===== src/gtdac_pkg.sv =====
package gtdac_pkg;

   localparam int IndexWidth = 11;
   localparam int AmpWidth = 24;
   localparam int WordWidth = 22;
   localparam int CodeWidth = 16;
   localparam int RampWidth = 7;
   localparam int NumWidth = 32;
   localparam int QuoWidth = 22;

   localparam int DefaultWaveLength = 2000;

   // Configuration register indexes.
   localparam logic [2:0] REG_MODE = 3'd0;
   localparam logic [2:0] REG_READOUT_AMP = 3'd1;
   localparam logic [2:0] REG_PHASE_AMP = 3'd2;
   localparam logic [2:0] REG_OFFSET_X = 3'd3;
   localparam logic [2:0] REG_OFFSET_Y = 3'd4;
   localparam logic [2:0] REG_OFFSET_Z = 3'd5;
   localparam logic [2:0] REG_OFFSET_Z2 = 3'd6;

   // Table modes.
   localparam logic [2:0] MODE_ZERO_DISABLED = 3'd0;
   localparam logic [2:0] MODE_ZERO_ENABLED = 3'd1;
   localparam logic [2:0] MODE_OFFSET_ENABLED = 3'd2;
   localparam logic [2:0] MODE_ECHO = 3'd3;
   localparam logic [2:0] MODE_CLEARED = 3'd4;

   localparam logic [WordWidth-1:0] LEVEL_FLAG_WORD = 22'h100000;
   localparam logic [WordWidth-1:0] CTRL_ENABLE_WORD = 22'h200002;
   localparam logic [WordWidth-1:0] CTRL_DISABLE_WORD = 22'h20000E;

   // floor(num / 5120) = floor((num >>> 10) / 5). The quotient is made
   // non-negative by a bias of 5 * 2^19, which vanishes in the low 16 bits.
   localparam logic [QuoWidth-1:0] QUO_BIAS = 22'd2621440;
   localparam logic [22:0] RECIP_FIVE = 23'd6710887;
   localparam int RecipShift = 25;

   typedef enum logic [2:0] {
      KIND_ZERO,
      KIND_LEVEL,
      KIND_FLAG,
      KIND_ENABLE,
      KIND_DISABLE
   } word_kind_type;

   typedef struct packed {
      word_kind_type kind;
      logic signed [RampWidth-1:0] ramp_x;
      logic signed [RampWidth-1:0] ramp_y;
   } sample_ctrl_type;

endpackage


===== src/gtdac_decode.sv =====
module gtdac_decode import gtdac_pkg::*; #(
   parameter int WAVE_LENGTH = DefaultWaveLength
) (
   input  logic                  clock,
   input  logic                  advance,
   input  logic [IndexWidth-1:0] sample_index,
   input  logic [2:0]            mode,
   output sample_ctrl_type       ctrl
);

   sample_ctrl_type ctrl_ff;
   sample_ctrl_type ctrl_in;
   logic [2:0] mode_eff;
   logic signed [IndexWidth:0] ii;
   logic beyond_end;

   assign ii = signed'({1'b0, sample_index});
   assign beyond_end = {1'b0, sample_index} >= (IndexWidth+1)'(WAVE_LENGTH);
   assign mode_eff = (mode > MODE_CLEARED) ? MODE_ZERO_DISABLED : mode;

   always_comb begin
      ctrl_in.kind = KIND_ZERO;
      ctrl_in.ramp_x = '0;
      ctrl_in.ramp_y = '0;

      priority if (beyond_end || mode_eff == MODE_CLEARED) begin
         ctrl_in.kind = KIND_ZERO;
      end else if (sample_index == '0) begin
         if (mode_eff == MODE_ZERO_DISABLED || mode_eff == MODE_ZERO_ENABLED) begin
            ctrl_in.kind = KIND_FLAG;
         end else begin
            ctrl_in.kind = KIND_LEVEL;
         end
      end else if (sample_index == IndexWidth'(1)) begin
         ctrl_in.kind = (mode_eff == MODE_ZERO_DISABLED) ? KIND_DISABLE : KIND_ENABLE;
      end else if (mode_eff == MODE_ECHO) begin
         ctrl_in.kind = KIND_LEVEL;
      end else begin
         ctrl_in.kind = KIND_ZERO;
      end

      // Ramp multipliers of the readout and phase-encode trapezoids.
      if (mode_eff == MODE_ECHO && sample_index > IndexWidth'(1)) begin
         priority if (ii < 22) begin
            ctrl_in.ramp_x = RampWidth'(2 * (ii - 1));
            ctrl_in.ramp_y = RampWidth'(ii - 1);
         end else if (ii < 82) begin
            ctrl_in.ramp_x = RampWidth'(40);
            ctrl_in.ramp_y = RampWidth'(20);
         end else if (ii < 102) begin
            ctrl_in.ramp_x = RampWidth'(2 * (101 - ii));
            ctrl_in.ramp_y = RampWidth'(101 - ii);
         end else if (ii < 122) begin
            ctrl_in.ramp_x = RampWidth'(101 - ii);
         end else if (ii < 422) begin
            ctrl_in.ramp_x = -RampWidth'(20);
         end else if (ii < 442) begin
            ctrl_in.ramp_x = RampWidth'(ii - 441);
         end else begin
            ctrl_in.ramp_x = '0;
         end
      end
   end

   always_ff @(posedge clock) begin
      if (advance) begin
         ctrl_ff <= ctrl_in;
      end
   end

   assign ctrl = ctrl_ff;

endmodule


===== src/gtdac_level.sv =====
module gtdac_level import gtdac_pkg::*; (
   input  logic                        clock,
   input  logic                        advance,
   input  logic signed [RampWidth-1:0] ramp,
   input  logic signed [AmpWidth-1:0]  amplitude,
   input  logic signed [AmpWidth-1:0]  offset,
   output logic [CodeWidth-1:0]        code
);

   logic signed [NumWidth-1:0] num_ff, num_in;
   logic [QuoWidth-1:0] quo_ff, quo_in;
   logic [CodeWidth-1:0] code_ff, code_in;
   logic [QuoWidth+22:0] recip_prod;

   // Twenty times the channel level in Q8.
   assign num_in = NumWidth'(offset) * NumWidth'(20)
                 + NumWidth'(ramp) * NumWidth'(amplitude);

   assign quo_in = num_ff[NumWidth-1:10] + QUO_BIAS;

   assign recip_prod = quo_ff * RECIP_FIVE;
   assign code_in = recip_prod[RecipShift+CodeWidth-1:RecipShift];

   always_ff @(posedge clock) begin
      if (advance) begin
         num_ff <= num_in;
         quo_ff <= quo_in;
         code_ff <= code_in;
      end
   end

   assign code = code_ff;

endmodule


===== src/gradient_trapezoid_dac_word_generator_top.sv =====
// Channel   Direction  Handshake              Payload
// req       in         req_tvalid/req_tready  tdata: sample_index
// rsp       out        rsp_tvalid/rsp_tready  tdata: word_x, word_y, word_z, word_z2
// csr       in         csr_valid/csr_ready    csr_index, csr_data
//
// One request enters per clock while the output is not stalled.
// The four stages are index decode, offset plus ramp times amplitude, the
// shift and bias, and the reciprocal multiply that divides by five.
// Reset clears the valid bits and all configuration registers to zero.
// A stalled result freezes the whole pipeline; req_tready falls only then.
module gradient_trapezoid_dac_word_generator_top import gtdac_pkg::*; #(
   parameter int WAVE_LENGTH = DefaultWaveLength
) (
   input  logic         clock,
   input  logic         reset,
   input  logic         req_tvalid,
   output logic         req_tready,
   input  logic [15:0]  req_tdata,  // [10:0] sample_index, [15:11] zero
   output logic         rsp_tvalid,
   input  logic         rsp_tready,
   output logic [87:0]  rsp_tdata,  // [21:0] word_x, [43:22] word_y,
                                    // [65:44] word_z, [87:66] word_z2
   input  logic         csr_valid,
   output logic         csr_ready,
   input  logic [2:0]   csr_index,
   input  logic [23:0]  csr_data
);

   logic [2:0] mode_ff;
   logic signed [AmpWidth-1:0] ro_ff, pe_ff, ox_ff, oy_ff, oz_ff, oz2_ff;
   logic [3:0] valid_ff, valid_in;
   word_kind_type kind2_ff, kind3_ff, kind4_ff;
   sample_ctrl_type ctrl;
   logic advance;
   logic [CodeWidth-1:0] code_x, code_y, code_z, code_z2;
   logic [WordWidth-1:0] word_x, word_y, word_z, word_z2;

   assign csr_ready = 1'b1;

   always_ff @(posedge clock) begin
      if (reset) begin
         mode_ff <= '0;
         ro_ff <= '0;
         pe_ff <= '0;
         ox_ff <= '0;
         oy_ff <= '0;
         oz_ff <= '0;
         oz2_ff <= '0;
      end else if (csr_valid && csr_ready) begin
         unique case (csr_index)
            REG_MODE:        mode_ff <= csr_data[2:0];
            REG_READOUT_AMP: ro_ff <= signed'(csr_data);
            REG_PHASE_AMP:   pe_ff <= signed'(csr_data);
            REG_OFFSET_X:    ox_ff <= signed'(csr_data);
            REG_OFFSET_Y:    oy_ff <= signed'(csr_data);
            REG_OFFSET_Z:    oz_ff <= signed'(csr_data);
            REG_OFFSET_Z2:   oz2_ff <= signed'(csr_data);
            default: ;
         endcase
      end
   end

   assign advance = !valid_ff[3] || rsp_tready;
   assign req_tready = advance;
   assign valid_in = {valid_ff[2:0], req_tvalid};

   always_ff @(posedge clock) begin
      if (reset) begin
         valid_ff <= '0;
      end else if (advance) begin
         valid_ff <= valid_in;
      end
   end

   always_ff @(posedge clock) begin
      if (advance) begin
         kind2_ff <= ctrl.kind;
         kind3_ff <= kind2_ff;
         kind4_ff <= kind3_ff;
      end
   end

   gtdac_decode #(
      .WAVE_LENGTH(WAVE_LENGTH)
   ) u_decode (
      .clock       (clock),
      .advance     (advance),
      .sample_index(req_tdata[IndexWidth-1:0]),
      .mode        (mode_ff),
      .ctrl        (ctrl)
   );

   gtdac_level u_level_x (
      .clock(clock), .advance(advance), .ramp(ctrl.ramp_x),
      .amplitude(ro_ff), .offset(ox_ff), .code(code_x)
   );

   gtdac_level u_level_y (
      .clock(clock), .advance(advance), .ramp(ctrl.ramp_y),
      .amplitude(pe_ff), .offset(oy_ff), .code(code_y)
   );

   gtdac_level u_level_z (
      .clock(clock), .advance(advance), .ramp('0),
      .amplitude('0), .offset(oz_ff), .code(code_z)
   );

   gtdac_level u_level_z2 (
      .clock(clock), .advance(advance), .ramp('0),
      .amplitude('0), .offset(oz2_ff), .code(code_z2)
   );

   always_comb begin
      unique case (kind4_ff)
         KIND_LEVEL: begin
            word_x = {2'b01, code_x, 4'b0000};
            word_y = {2'b01, code_y, 4'b0000};
            word_z = {2'b01, code_z, 4'b0000};
            word_z2 = {2'b01, code_z2, 4'b0000};
         end
         KIND_FLAG: begin
            word_x = LEVEL_FLAG_WORD;
            word_y = LEVEL_FLAG_WORD;
            word_z = LEVEL_FLAG_WORD;
            word_z2 = LEVEL_FLAG_WORD;
         end
         KIND_ENABLE: begin
            word_x = CTRL_ENABLE_WORD;
            word_y = CTRL_ENABLE_WORD;
            word_z = CTRL_ENABLE_WORD;
            word_z2 = CTRL_ENABLE_WORD;
         end
         KIND_DISABLE: begin
            word_x = CTRL_DISABLE_WORD;
            word_y = CTRL_DISABLE_WORD;
            word_z = CTRL_DISABLE_WORD;
            word_z2 = CTRL_DISABLE_WORD;
         end
         default: begin
            word_x = '0;
            word_y = '0;
            word_z = '0;
            word_z2 = '0;
         end
      endcase
   end

   assign rsp_tvalid = valid_ff[3];
   assign rsp_tdata = {word_z2, word_z, word_y, word_x};

endmodule


===== config.mk =====
export PLATFORM = sky130hd
export DESIGN_NAME = gradient_trapezoid_dac_word_generator_top
export DESIGN_NICKNAME = d
export VERILOG_FILES = /design/src/gtdac_pkg.sv /design/src/gtdac_decode.sv /design/src/gtdac_level.sv /design/src/gradient_trapezoid_dac_word_generator_top.sv
export SDC_FILE = /design/constraint.sdc
export NUM_CORES = 2
export LEC_CHECK = 0
export ABC_AREA = 1
export BUFFER_PORTS_ARGS = -buffer_cell sky130_fd_sc_hd__buf_2
export CORE_ASPECT_RATIO = 0.9
export CORE_MARGIN = 2
export CORE_UTILIZATION = 48
export CTS_CLUSTER_SIZE = 14
export DETAILED_ROUTE_END_ITERATION = 12
export GPL_TIMING_DRIVEN = 0
export SYNTH_ARGS = -nofsm -noshare
export SYNTH_HDL_FRONTEND = slang
export SYNTH_SLANG_ARGS = --single-unit

===== constraint.sdc =====
create_clock -name clock -period 8.5 [get_ports clock]
set_clock_uncertainty 0.15 [all_clocks]
set_input_delay 0 -clock clock [delete_from_list [all_inputs] [get_ports clock]]
set_output_delay 0 -clock clock [all_outputs]
set_load 0.02 [all_outputs]

# After elaboration in Yosys (flattened, before gate mapping)

Index checks and enable logic that the tools add are counted.

Register bits: 453
Output and inout port bits: 91
Logic and storage cells: 103

$add $sub $neg: 9
Multiply operators: 10
Order comparisons: 9
Equal/unequal tests: 14
Multiplexer cells: 17
Bitwise operators: 1
Reductions and logical operators: 16

Operators with widths:

| cell                   | number |
|---|---|
| $pmux 22 s4            | 4 |
| $mul 22x23->41 const B | 4 |
| $mul 24x4->28 const B  | 4 |
| $add 22x22->22 const B | 4 |
| $add 32x32->32         | 2 |
| $mul 7x24->31          | 2 |
| $mux 7                 | 5 |
| $lt 11x7->1 const B    | 3 |
| $mux 14                | 2 |
| $lt 11x9->1 const B    | 2 |
| $eq 3x2->1 const B     | 5 |
| $eq 3x3->1 const B     | 5 |
| $reduce_and 2->1       | 7 |
| $mux 3                 | 4 |
| $eq 11x1->1 const B    | 1 |
| $ge 11x11->1 const B   | 1 |
| $gt 11x1->1 const B    | 1 |
| $logic_not 11->1       | 1 |
| $lt 11x5->1 const B    | 1 |
| $eq 3x1->1 const B     | 3 |
| $sub 7x1->7 const B    | 1 |
| $sub 7x6->7 const B    | 1 |
| $sub 7x7->7 const A    | 1 |
| $logic_not 3->1        | 2 |
| 8 further kinds        | 10 |

# Depth between registers and ports, before layout

Depth in word-level cells: 7
Depth in mapped cells: 32
Mapped depth without buffers: 31

# By module

From an unflattened synthesis, not the netlist that was laid out.

Cells, all modules: 10248
Area, all modules: 80678.6 um^2

By module, submodules not included:

| module                                    | instances | cells each | area each (um^2) |
|---|---|---|---|
| gtdac_level (u_level_x)                   | 1         | 2303       | 18201.2 |
| gtdac_level (u_level_z)                   | 1         | 2241       | 17996.0 |
| gtdac_level (u_level_z2)                  | 1         | 2223       | 17992.3 |
| gtdac_level (u_level_y)                   | 1         | 2249       | 17969.7 |
| gradient_trapezoid_dac_word_generator_top | 1         | 1036       | 7069.3 |
| gtdac_decode                              | 1         | 196        | 1450.1 |

# Worst setup path before layout

No wires, ideal clock.

Path type: register to register
From: reg valid_ff[3]
To: reg kind2_ff[0] (enable)
Setup time: 617 ps
Arrival time: 5650 ps
Required time: 7733 ps
Path slack: 2083 ps
Stages on the path, launching flop included: 4
Path buffers: 0
Cells stage by stage: dfxtp_1 > inv_1 > nor2_1 > inv_1

Word-level cells in the longest chain between the ends: 2

RTL lines:

| item                   | RTL line                                        | text |
|---|---|---|
| start, declared        | gradient_trapezoid_dac_word_generator_top.sv:31 | `logic [3:0] valid_ff, valid_in;` |
| start signal, assigned | gradient_trapezoid_dac_word_generator_top.sv:71 | `valid_ff <= valid_in;` |
| $logic_not 1->1        | gradient_trapezoid_dac_word_generator_top.sv:63 | `assign advance = !valid_ff[3] \|\| rsp_tready;` |
| $logic_or 1x1->1       | gradient_trapezoid_dac_word_generator_top.sv:63 |  |
| via req_tready         | gradient_trapezoid_dac_word_generator_top.sv:17 | `output logic req_tready,` |
| end signal, assigned   | gradient_trapezoid_dac_word_generator_top.sv:77 | `kind2_ff <= ctrl.kind;` |
| end, declared          | gradient_trapezoid_dac_word_generator_top.sv:32 | `word_kind_type kind2_ff, kind3_ff, kind4_ff;` |

The timed path passes the listed nets, and every way through them passes these cells.
A chain may end at the register's enable or synchronous reset.

# Final worst setup path

From: reg u_decode.ctrl_ff, in the netlist u_decode.ctrl[6]
To: reg u_level_y.num_ff[31], data pin

Word-level cells in the longest chain between the ends: 2

RTL lines:

| item                     | RTL line           | text |
|---|---|---|
| start, declared          | gtdac_decode.sv:11 | `sample_ctrl_type ctrl_ff;` |
| start signal, assigned   | gtdac_decode.sv:67 | `ctrl_ff <= ctrl_in;` |
| $mul 7x24->31            | gtdac_level.sv:17  | `+ NumWidth'(ramp) * NumWidth'(amplitude);` |
| $add 32x32->32           | gtdac_level.sv:17  |  |
| via u_level_y.num_in[31] | gtdac_level.sv:10  | `logic signed [NumWidth-1:0] num_ff, num_in;` |
| end signal, assigned     | gtdac_level.sv:26  | `num_ff <= num_in;` |
| end, declared            | gtdac_level.sv:10  |  |

The timed path passes the listed nets, and every way through them passes these cells.

==> impl_metrics.csv <==
group,metric,value,unit
sta,setup_viol,0,
synth,synth_ff_type,"edfxtp_1",
detailed_routing,drc,0,
power_and_ir_drop,powerDensity,311,mW/mm^2
sta,drv_slew,0,
setup_path,start_kind,"flop",
sta,grt_setup_unrepaired,"false",
power_and_ir_drop,peakVddDrop,0.349,mV
clock_network,cts.sinks,409,
detailed_routing,vias,55300,
global_route,overflow,0,
setup_path,cpPeakStageDelay,0.60,ns
power_and_ir_drop,power_leakage,0.0409,uW
sta,fin_crit_sh,0.832,
min_path,hold_class,"in2reg",
global_route,grt_max_degree,120,
sta,relSlewSlack,0.255,
placed_design,finalWeightedCongestion,0.954,
die,num_io_pins,139,
die,dieArea,0.143,sq mm
synth,synth_edf_count,258,
clock_network,clk_root_buffer_cell,"clkbuf_16",
setup_path,path_common_cell,"nand2_1",
setup_path,cpMaxStageDelayCell,"clkbuf_1",
clock_network,clock_latency,0.66,ns
die,initial_core_util,0.482,
detailed_routing,vias_per_cell,5.12,
job,drv_cap,0,
clock_network,tritoncts,"built",
sta,period_needed,7.07,ns
finish,multi_input_area,0.0482,sq mm
setup_path,crit_fanout,10,
placed_design,portBuffers,124,
finish,final_nets,10700,
synth,syn-instance-count,8656,
synth,avgSynthCellArea,7.77,sq um
global_route,grt_pass1_vias,54100,
global_route,met3_usage,0.0368,
die,die_y,359,um
synth,seq_area_frac_synth,0.160,
finish,area_growth,7.91,%
global_route,grt_usage,0.255,
synth,synth-seq-cells,409,
global_route,grt_pass1_wl,291,mm
detailed_routing,drtPass1Iterations,6,
placed_design,placed_cells,10600,
global_route,grtUsageMet2,0.389,
global_route,antenna_found_initial,5,
outcome,status,"finished clean",
clock_network,clk_pin_slew,0.06,ns
setup_path,end_kind,"flop",
finish,drive_above_1_share,0.0409,
die,fp.dieW,399,um
sta,tightest_slew,1.11,ns
setup_path,crit_arrival,7.31,ns
setup_path,path_class,"reg2reg",
detailed_routing,drt-initial-drc-count,3806,
finish,n_fill_cell,13600,
sta,fmax,0.141,GHz
synth,netlist_area,0.0673,sq mm
detailed_routing,totalWireLength,183,mm
clock_network,ctsHtreeMaxLevel,2,
detailed_routing,routedWlPerCell,17.0,um
placed_design,dpl_cell_area,0.0703,sq mm
synth,async_reset_ff_frac,0,
sta,hold_viol,0,
global_route,grtUsageMet1,0.386,
synth,yosys_warnings,0,
placed_design,place_hpwl,159,mm
finish,layout_common_cells,"inv_1, nand2_1, ha_1, fa_1, nor2_1",
synth,synth_cell_type_count,53,
finish,fin_area,0.0726,sq mm
clock_network,clk_path_buf_depth,3,
setup_path,worstPathRequired,8.74,ns
finish,layout.cells.non_filler,10800,
clock_network,postCtsResizedCells,0,
global_route,grt_busiest_layer,"met2",
die,rows,130,
finish,seq_area,0.0108,sq mm
sta,hold_ws,0.0320,ns
detailed_routing,postRouteAntennaNets,0,
finish,layout_commonest_cell,"inv_1",
die,core_area,0.139,sq mm
clock_network,cts_made_buffers,51,
-- report_power, final --
group          switching [uW]  internal (uW)
sequential                139           2770
combinational           11400           6130
clock                     924           1220
total                   12400          10100
-- sequential cells by signal (all words and copies together) (netlist names), 17 cells and up --
| name | flops |
|---|---|
| ox_ff | 24 |
| oy_ff | 24 |
| oz2_ff | 24 |
| oz_ff | 24 |
| pe_ff | 24 |
| ro_ff | 24 |
| u_decode.ctrl | 17 |
| u_level_x.num_ff | 22 |
| u_level_x.quo_ff | 22 |
| u_level_y.num_ff | 22 |
| u_level_y.quo_ff | 22 |
| u_level_z.num_ff | 20 |
| u_level_z.quo_ff | 20 |
| u_level_z2.num_ff | 20 |
| u_level_z2.quo_ff | 20 |
-- final cells by class --
class / instances / area share
clock buffer: 71 / 0.0192
antenna: 3 / 0.000103
multi-input combinational: 6076 / 0.664
inverter: 2027 / 0.105
tap: 1848 / 0.0319
clock inverter: 25 / 0.00331
sequential: 409 / 0.148
buffer: 149 / 0.00978
timing repair buffer: 192 / 0.0184
-- kinds of logic (layout without fill, tap and decap cells) --
group | count (synthesis) | in the layout | synth area share
xor+xnor | 178 | 178 | 0.0232
compound gates | 936 | 936 | 0.0756
other cells | 2 | 10 | 0.000112
buf+inv | 2176 | 2464 | 0.124
fa+ha+maj | 1793 | 1793 | 0.424
simple gates | 3162 | 3162 | 0.194
flops | 409 | 409 | 0.160
-- critical path, delay by kind of cell (launching register included) --
| kind | cells | cell delay, ns |
|---|---|---|
| AO/OA/AOI/OAI | 3 | 0.82 |
| XOR/XNOR | 1 | 0.40 |
| adder cells (fa/ha/maj) | 6 | 2.71 |
| buffers and inverters | 4 | 0.89 |
| flip-flops | 1 | 0.41 |
| AND/OR/NAND/NOR | 14 | 1.42 |
-- final timing paths --
| kind | from | to | slack (ns) | depth (start not counted) |
|---|---|---|---|---|
| hold reg to reg | u_level_x.num_ff[20] | u_level_x.quo_ff[10] | 0.26 | 0 |
| setup / recovery | u_decode.ctrl[6] | u_level_y.num_ff[31] | 1.43 | 28 |
| hold / removal | req_tdata[7] | u_decode.ctrl[11] | 0.03 | 7 |
| setup reg to reg | u_decode.ctrl[6] | u_level_y.num_ff[31] | 1.43 | 28 |
-- layer usage --
layer  share of wire  wire length [um]  vias up
li1                -                 -    27400
met1            0.49             90300    26400
met2            0.43             78100     1386
met3           0.063             11600      174
met4           0.018              3240        2
met5        0.000071                13        -
-- what timing repair did --
item | 4_1_cts | 5_1_grt
hold endpoints to repair | 212 | 0
buffers inserted | 0 | 0
hold buffers | 66 | 0
-- synthesized netlist by cell type, types with 3 or more instances --
master | instances | area (sq um)
a211oi_1 | 7 | 52.6
a21boi_0 | 9 | 67.6
a21o_1 | 33 | 248
a21oi_1 | 538 | 2690
a31oi_1 | 16 | 100
and2_1 | 4 | 25.0
and3_1 | 5 | 31.3
buf_2 | 45 | 225
buf_4 | 25 | 188
clkbuf_1 | 79 | 297
dfxtp_1 | 151 | 3020
edfxtp_1 | 258 | 7750
fa_1 | 806 | 16100
ha_1 | 987 | 12300
inv_1 | 2017 | 7570
inv_2 | 8 | 30.0
nand2_1 | 1927 | 7230
nand2_2 | 13 | 81.3
nand3_1 | 250 | 1250
nand3_2 | 5 | 50.1
nand3b_1 | 14 | 105
nand4_1 | 128 | 801
nor2_1 | 663 | 2490
nor2_2 | 13 | 81.3
nor2_4 | 7 | 78.8
nor3_1 | 72 | 360
nor3_2 | 6 | 60.1
nor4_1 | 19 | 119
o211ai_1 | 4 | 30.0
o21a_1 | 22 | 165
o21ai_0 | 235 | 1180
o21ai_1 | 7 | 35.0
o21ai_2 | 6 | 52.6
o21bai_1 | 52 | 390
or2_1 | 3 | 18.8
or2_2 | 25 | 156
xnor2_1 | 47 | 412
xor2_1 | 131 | 1150
-- per-stage QoR --
step / power, uW / setup TNS, ns / setup slack [ns] / util
2_1_floorplan: 15400 / 0 / 2.08 / -
3_3_place_gp: 20100 / -78.03 / -0.473 / 0.504
3_5_place_dp: 20200 / 0 / 1.63 / 0.504
4_1_cts: 22600 / 0 / 1.59 / 0.521
5_1_grt: 25200 / 0 / 1.14 / 0.521
6_report: 22600 / 0 / 1.43 / 0.521
No activity file was read; power rests on OpenSTA's default activity.
